==> config.mk <==
export PLATFORM = sky130hd
export DESIGN_NAME = sha1_block_compression_core
export DESIGN_NICKNAME = d
export VERILOG_FILES = /design/src/rtl/sha1bc_pkg.sv /design/src/rtl/sha1bc_sched.sv /design/src/rtl/sha1bc_round.sv /design/src/rtl/sha1_block_compression_core.sv
export SDC_FILE = /design/constraint.sdc
export NUM_CORES = 2
export LEC_CHECK = 0
export ABC_AREA = 1
export BUFFER_PORTS_ARGS = -buffer_cell sky130_fd_sc_hd__buf_2
export CAP_MARGIN = 15
export CORE_ASPECT_RATIO = 2
export CORE_UTILIZATION = 30
export CTS_CLUSTER_SIZE = 12
export DETAILED_ROUTE_END_ITERATION = 10
export PLACE_DENSITY = 0.54
export SLEW_MARGIN = 40
export SYNTH_ARGS = -nofsm -noshare
export SYNTH_HDL_FRONTEND = slang
export SYNTH_SLANG_ARGS = --single-unit
export TNS_END_PERCENT = 20
==> constraint.sdc <==
create_clock -name clk -period 13.11 [get_ports clk]
set_input_delay 2.622 -clock clk [delete_from_list [all_inputs] [get_ports clk]]
set_output_delay 2.622 -clock clk [all_outputs]
set_load 0.01 [all_outputs]
==> src/rtl/sha1bc_pkg.sv <==
// sha1bc_pkg: shared types, constants and round helpers for the sha-1 compression core
// no dependencies; imported by every module in rtl/
package sha1bc_pkg;

	localparam int unsigned WordW   = 32;
	localparam int unsigned IdxW    = 3;
	localparam int unsigned NumH    = 5;
	localparam int unsigned WinDepth = 16;
	localparam int unsigned RoundW  = 7;

	localparam logic [RoundW-1:0] LastRound = 7'd79;
	localparam logic [IdxW-1:0]   LastIdx   = 3'd4;

	// initial chaining value, element 0 is H0
	localparam logic [NumH-1:0][WordW-1:0] IV = {
		32'hC3D2E1F0, 32'h10325476, 32'h98BADCFE, 32'hEFCDAB89, 32'h67452301
	};

	localparam logic [WordW-1:0] K0 = 32'h5a827999;
	localparam logic [WordW-1:0] K1 = 32'h6ed9eba1;
	localparam logic [WordW-1:0] K2 = 32'h8f1bbcdc;
	localparam logic [WordW-1:0] K3 = 32'hca62c1d6;

	typedef enum logic [1:0] {
		GRP_CH  = 2'd0,
		GRP_P1  = 2'd1,
		GRP_MAJ = 2'd2,
		GRP_P3  = 2'd3
	} grp_t;

	typedef enum logic [1:0] {
		ST_LOAD  = 2'd0,
		ST_ROUND = 2'd1,
		ST_ADD   = 2'd2,
		ST_OUT   = 2'd3
	} state_t;

	typedef struct packed {
		logic [WordW-1:0] message_word;
		logic             new_message;
	} msg_t;

	typedef struct packed {
		logic [WordW-1:0] digest_word;
		logic [IdxW-1:0]  digest_index;
		logic             last_word;
	} dig_t;

	typedef struct packed {
		logic [WordW-1:0] a;
		logic [WordW-1:0] b;
		logic [WordW-1:0] c;
		logic [WordW-1:0] d;
		logic [WordW-1:0] e;
	} vars_t;

	typedef struct packed {
		logic shift_in;
		logic expand;
	} sched_ctrl_t;

	function automatic grp_t round_group(input logic [RoundW-1:0] t);
		grp_t g;
		if (t < 7'd20) g = GRP_CH;
		else if (t < 7'd40) g = GRP_P1;
		else if (t < 7'd60) g = GRP_MAJ;
		else g = GRP_P3;
		return g;
	endfunction

	function automatic logic [WordW-1:0] rotl(input logic [WordW-1:0] x,
		input int unsigned n);
		return (x << n) | (x >> (WordW - n));
	endfunction

endpackage

==> src/rtl/sha1bc_sched.sv <==
// sha1bc_sched: 16-word message schedule window as a shift line with fixed taps
// depends on sha1bc_pkg
module sha1bc_sched import sha1bc_pkg::*; (
	input  logic              clk,
	input  sched_ctrl_t       ctrl,
	input  logic [WordW-1:0]  load_word,
	output logic [WordW-1:0]  w_t
);

	logic [WordW-1:0] win_q [WinDepth];
	logic [WordW-1:0] fresh;

	// window holds W[t..t+15]; the new tail is W[t+16]
	assign fresh = rotl(win_q[13] ^ win_q[8] ^ win_q[2] ^ win_q[0], 1);
	assign w_t   = win_q[0];

	always_ff @(posedge clk) begin
		if (ctrl.shift_in || ctrl.expand) begin
			for (int i = 0; i < WinDepth - 1; i++) begin
				win_q[i] <= win_q[i+1];
			end
			win_q[WinDepth-1] <= ctrl.shift_in ? load_word : fresh;
		end
	end

endmodule

==> src/rtl/sha1bc_round.sv <==
// sha1bc_round: one sha-1 round, shared by all 80 rounds of a block
// depends on sha1bc_pkg
module sha1bc_round import sha1bc_pkg::*; (
	input  vars_t              cur,
	input  logic [WordW-1:0]   w_t,
	input  logic [RoundW-1:0]  t,
	output vars_t              nxt
);

	grp_t             grp;
	logic [WordW-1:0] f;
	logic [WordW-1:0] k;

	assign grp = round_group(t);

	always_comb begin
		case (grp)
			GRP_CH: begin
				f = (cur.b & cur.c) | (~cur.b & cur.d);
				k = K0;
			end
			GRP_P1: begin
				f = cur.b ^ cur.c ^ cur.d;
				k = K1;
			end
			GRP_MAJ: begin
				f = (cur.b & cur.c) | (cur.b & cur.d) | (cur.c & cur.d);
				k = K2;
			end
			GRP_P3: begin
				f = cur.b ^ cur.c ^ cur.d;
				k = K3;
			end
			default: begin
				f = cur.b ^ cur.c ^ cur.d;
				k = K3;
			end
		endcase
	end

	always_comb begin
		nxt.a = rotl(cur.a, 5) + f + cur.e + w_t + k;
		nxt.b = cur.a;
		nxt.c = rotl(cur.b, 30);
		nxt.d = cur.c;
		nxt.e = cur.d;
	end

endmodule

==> src/rtl/sha1_block_compression_core.sv <==
// sha1_block_compression_core: top level, sequencer, chaining value and digest output
// depends on sha1bc_pkg, sha1bc_sched, sha1bc_round
//
// Takes padded 512-bit blocks as sixteen 32-bit big-endian words, one per accepted
// msg word, and after the sixteenth runs the 80 sha-1 rounds through a single round
// unit, one round per clock, then adds the result into the chaining value and sends
// the five digest words H0..H4 on dig, the last one flagged. A block goes through
// loading its sixteen words, the 80 rounds, the add into the chaining value and
// the five output words, which wait while dig is stalled. msg_stall is high from
// the sixteenth word until the last digest word has been taken. new_message reloads
// the initial value and restarts the block at word 0; without it a block chains on
// from the previous digest.
module sha1_block_compression_core import sha1bc_pkg::*; (
	input  logic  clk,
	input  logic  arst_n,
	input  logic  msg_valid,
	output logic  msg_stall,
	input  msg_t  msg,
	output logic  dig_valid,
	input  logic  dig_stall,
	output dig_t  dig
);

	state_t              state_q, state_nxt;
	logic [3:0]          words_q;
	logic [RoundW-1:0]   round_q;
	logic [IdxW-1:0]     idx_q;
	logic [WordW-1:0]    h_q [NumH];
	vars_t               vars_q;
	vars_t               vars_nxt;
	logic [WordW-1:0]    w_t;
	sched_ctrl_t         sched_ctrl;
	logic                msg_take;
	logic                dig_take;
	logic                block_done;

	assign msg_take   = msg_valid && !msg_stall;
	assign dig_take   = dig_valid && !dig_stall;
	assign block_done = msg_take && !msg.new_message && (words_q == 4'd15);

	sha1bc_sched u_sched (
		.clk       (clk),
		.ctrl      (sched_ctrl),
		.load_word (msg.message_word),
		.w_t       (w_t)
	);

	sha1bc_round u_round (
		.cur (vars_q),
		.w_t (w_t),
		.t   (round_q),
		.nxt (vars_nxt)
	);

	always_comb begin
		state_nxt = state_q;
		case (state_q)
			ST_LOAD:  if (block_done) state_nxt = ST_ROUND;
			ST_ROUND: if (round_q == LastRound) state_nxt = ST_ADD;
			ST_ADD:   state_nxt = ST_OUT;
			ST_OUT:   if (dig_take && idx_q == LastIdx) state_nxt = ST_LOAD;
			default:  state_nxt = ST_LOAD;
		endcase
	end

	always_comb begin
		msg_stall           = 1'b1;
		dig_valid           = 1'b0;
		sched_ctrl.shift_in = 1'b0;
		sched_ctrl.expand   = 1'b0;
		case (state_q)
			ST_LOAD: begin
				msg_stall           = 1'b0;
				sched_ctrl.shift_in = msg_valid;
			end
			ST_ROUND: sched_ctrl.expand = 1'b1;
			ST_ADD:   ;
			ST_OUT:   dig_valid = 1'b1;
			default:  ;
		endcase
	end

	always_comb begin
		case (idx_q)
			3'd0:    dig.digest_word = h_q[0];
			3'd1:    dig.digest_word = h_q[1];
			3'd2:    dig.digest_word = h_q[2];
			3'd3:    dig.digest_word = h_q[3];
			default: dig.digest_word = h_q[4];
		endcase
		dig.digest_index = idx_q;
		dig.last_word    = (idx_q == LastIdx);
	end

	always_ff @(posedge clk or negedge arst_n) begin
		if (!arst_n) begin
			state_q <= ST_LOAD;
			words_q <= '0;
			round_q <= '0;
			idx_q   <= '0;
			for (int i = 0; i < NumH; i++) begin
				h_q[i] <= IV[i];
			end
		end else begin
			state_q <= state_nxt;
			if (msg_take) begin
				// flagged word restarts the block as word 0
				words_q <= msg.new_message ? 4'd1 : words_q + 4'd1;
				if (msg.new_message) begin
					for (int i = 0; i < NumH; i++) begin
						h_q[i] <= IV[i];
					end
				end
			end
			if (state_q == ST_ROUND) begin
				round_q <= (round_q == LastRound) ? '0 : round_q + 7'd1;
			end
			if (state_q == ST_ADD) begin
				h_q[0] <= h_q[0] + vars_q.a;
				h_q[1] <= h_q[1] + vars_q.b;
				h_q[2] <= h_q[2] + vars_q.c;
				h_q[3] <= h_q[3] + vars_q.d;
				h_q[4] <= h_q[4] + vars_q.e;
				idx_q  <= '0;
			end
			if (dig_take) begin
				idx_q <= idx_q + 3'd1;
			end
		end
	end

	always_ff @(posedge clk) begin
		if (block_done) begin
			vars_q.a <= h_q[0];
			vars_q.b <= h_q[1];
			vars_q.c <= h_q[2];
			vars_q.d <= h_q[3];
			vars_q.e <= h_q[4];
		end else if (state_q == ST_ROUND) begin
			vars_q <= vars_nxt;
		end
	end

`ifndef SYNTHESIS
	a_round_range: assert property (@(posedge clk) disable iff (!arst_n)
		round_q <= LastRound)
		else $error("round counter past last round");

	a_out_blocks_in: assert property (@(posedge clk) disable iff (!arst_n)
		dig_valid |-> msg_stall)
		else $error("input accepted while digest words pending");

	a_last_idx: assert property (@(posedge clk) disable iff (!arst_n)
		dig_valid && dig.last_word |-> dig.digest_index == LastIdx)
		else $error("last flag on wrong digest word");

	a_reopen: assert property (@(posedge clk) disable iff (!arst_n)
		dig_valid && !dig_stall && dig.last_word |=> !msg_stall && !dig_valid)
		else $error("input not reopened after final digest word");

	a_rounds_to_add: assert property (@(posedge clk) disable iff (!arst_n)
		state_q == ST_ROUND && round_q == LastRound |=> state_q == ST_ADD)
		else $error("compression did not end after last round");
`endif

endmodule

==> impl_metrics.tcl <==
set metrics [dict create \
    avgSynthCellArea_um2 9.32 \
    yosysMostFrequentCell "nand2_1" \
    die_h_um 566 \
    ys_top_cells_by_count "1456 x nand2_1, 714 x inv_1, 672 x edfxtp_1" \
    cts_buffers 86 \
    fin_skew_ns 0.0477 \
    syn_area_um2 47800 \
    dpl.cell_count 7211 \
    regArea_um2 24700 \
    ctsHoldBuffers 0 \
    worstPathRequired_ns 10.49 \
    dr.pass1.iters 6 \
    hold_viol 0 \
    ys_types 56 \
    rr_endpoint "vars_q[155]$_DFFE_PP_" \
    grt_pass1_wl_um 268000 \
    start_kind "flop" \
    cts_resized 0 \
    layout-drive-gt1-share 0.0745 \
    nets 5592 \
    slew-limit-headroom 0.339 \
    dieArea_um2 161000 \
    rsz0062_at_grt "false" \
    worstHoldStart "u_sched.win_q[0][203]$_DFFE_PP_" \
    synth_nets 5500 \
    tightest_slew_ns 0.984 \
    cp_data_arrival_time_ns 3.66 \
    num_vias 37100 \
    grt_overflow 0 \
    multi_input_area_um2 20000 \
    layout_min_cycle_time_ns 6.28 \
    worst-r2r-cell-count 22 \
    drv_slew 0 \
    yosys_register_bits 848 \
    outcome "finished clean" \
    hold_end "u_sched.win_q[0][171]$_DFFE_PP_" \
    r2r_start "round_q[3]$_DFFE_PN0P_" \
    die_x_um 284 \
    clock-root-buffer "clkbuf_16" \
    synth_seq_area_share 0.517 \
    clk_latency_ns 0.72 \
    synth-edff-count 672 \
    first_iter_violations 3043 \
    crit_path_end_kind "output pin" \
    tns_ns 0 \
    path_clk_slew_ns 0.07 \
    wl_per_cell_um 26.1 \
    synth_cells 5128 \
    h-tree-depth 3 \
    antenna_found_initial 7 \
    drcViolationCount 0 \
    clock_sinks 848 \
    hp-class "flop to flop" \
    netlist_top_cells_area "edfxtp_1 42%, nand2_1 11%, inv_1 5.6%" \
    startpoint "idx_q[0]$_DFFE_PN0P_" \
    fillers 16300 \
    cap_violations 0 \
    synth_top_area_share 0.422 \
    numPortBuffers 74 \
    grt_max_degree 115 \
    layoutNonFillerInstCount 7358 \
    dp_hpwl_um 148000 \
    r2r_slack_ns 6.88 \
    yosys.area.top_type "edfxtp_1" \
    place_congestion 1.12 \
    ant_nets 0 \
    setup_viol 0 \
    design.core.area_um2 158000 \
    cts_buffer_depth 3 \
    grt_use_total 0.236 \
    cts_tree "built" \
    synth_flop_cell "edfxtp_1" \
    cp_max_fo 28 \
    fmax_mhz 159 \
    drt-total-wl_um 192000 \
    initial_core_util 0.303 \
    post-route-period-util 0.479 \
    critical_path_class "flop to output pin" \
    whs_path_depth 0 \
    synthArstFlopShare 0.208 \
    ios 75 \
    syn_to_final_growth_pct 11.7 \
    rows 206 \
    grt_pass1_vias 38200 \
    viasPerCell 5.04 \
    yosysWarnings 0 \
    cts_setup_buffers 0 \
]
==> layout make-up <==
class                   count  share of cell area
clock buffers             120              0.0433
well taps                2080              0.0488
clock inverters            23             0.00621
repair buffers            109              0.0140
diodes                      3            0.000141
multi-input cells        3449               0.374
flip-flops and latches    848               0.463
inverters                 726              0.0511
==> state kept, by name, indices dropped and copies added, names as in the netlist <==
register,flops
vars_q,160
u_sched.win_q,512
words_q,4
h_q,160
idx_q,3
state_q,2
round_q,7
==> metal layers <==
layer | share of wire | vias to the layer above | track usage
met5 | 0.00024 | - | 0
met4 | 0.12 | 6 | 0.234
met3 | 0.042 | 553 | 0.0318
met2 | 0.53 | 1226 | 0.438
met1 | 0.32 | 18100 | 0.216
li1 | - | 17200 | -
==> per-stage QoR <==
| stage | util | setup slack (ns) | hold WS [ns] | instance area [µm²] |
|---|---|---|---|---|
| final | 0.338 | 6.83 | 0.393 | 53400 |
| after floorplan | - | 3.64 | 0.400 | 47800 |
| after global routing | 0.338 | 6.83 | 0.401 | 53400 |
| after CTS | 0.338 | 6.89 | 0.392 | 53300 |
| after detailed placement | 0.321 | 6.96 | 0.405 | 50700 |
| after global placement | 0.321 | 7.01 | 0.401 | 50600 |
==> how the worst max path moves through the flow <==
stage,endpoint,cells past startpoint
3_3_place_gp,vars_q[155]$_DFFE_PP_,22
3_5_place_dp,vars_q[155]$_DFFE_PP_,22
2_1_floorplan,u_sched.win_q[0][0]$_DFFE_PP_,2
4_1_cts,dig[12],11
5_1_grt,dig[12],11
6_report,dig[27],11
==> cell families after synthesis <==
group                    count (synthesis)  synth area share
AO/OA/AOI/OAI                          807            0.0939
adder cells (fa/ha/maj)                335             0.107
buffers and inverters                  831            0.0674
AND/OR/NAND/NOR                       2152             0.186
multiplexers                             8           0.00189
XOR/XNOR                               147            0.0269
flip-flops                             848             0.517
==> layout by cell type (no fill, tap or decap), drive strengths merged, types with 2 or more instances in the layout <==
master,Yosys,routed
nand2,1487,1487
inv,723,722
edfxtp,672,672
o21ai,332,332
a21oi,297,297
nor2,293,293
nand3,229,229
ha,210,210
fa,125,125
clkbuf,42,121
xnor2,109,109
buf,63,108
dfrtp,96,96
dfstp,80,80
o22ai,65,65
nor3,53,53
nand4,42,42
xor2,38,38
o21bai,35,35
a221oi,32,32
clkinv,3,24
nand3b,21,21
a22oi,18,18
and2,17,17
mux2,8,8
o21a,7,7
a21boi,7,7
or2,7,7
o32ai,4,4
diode,0,3
a21o,3,3
nor4,2,2
o31ai,2,2
bufinv,0,2
==> worst max-delay path, stage by stage, from the launching register on <==
cell and delay, ns:
dfrtp_1 0.48, inv_1 0.11, ha_1 0.20, buf_4 0.19, nand2_2 0.13, buf_4 0.35, nand2_1 0.16, nor3_4 0.24
buf_4 0.46, nand2_1 0.18, nand2_1 0.17, buf_2 0.15
Power is not shown: default switching activity piles up to over one toggle a cycle in this logic, so the estimate is an artifact.
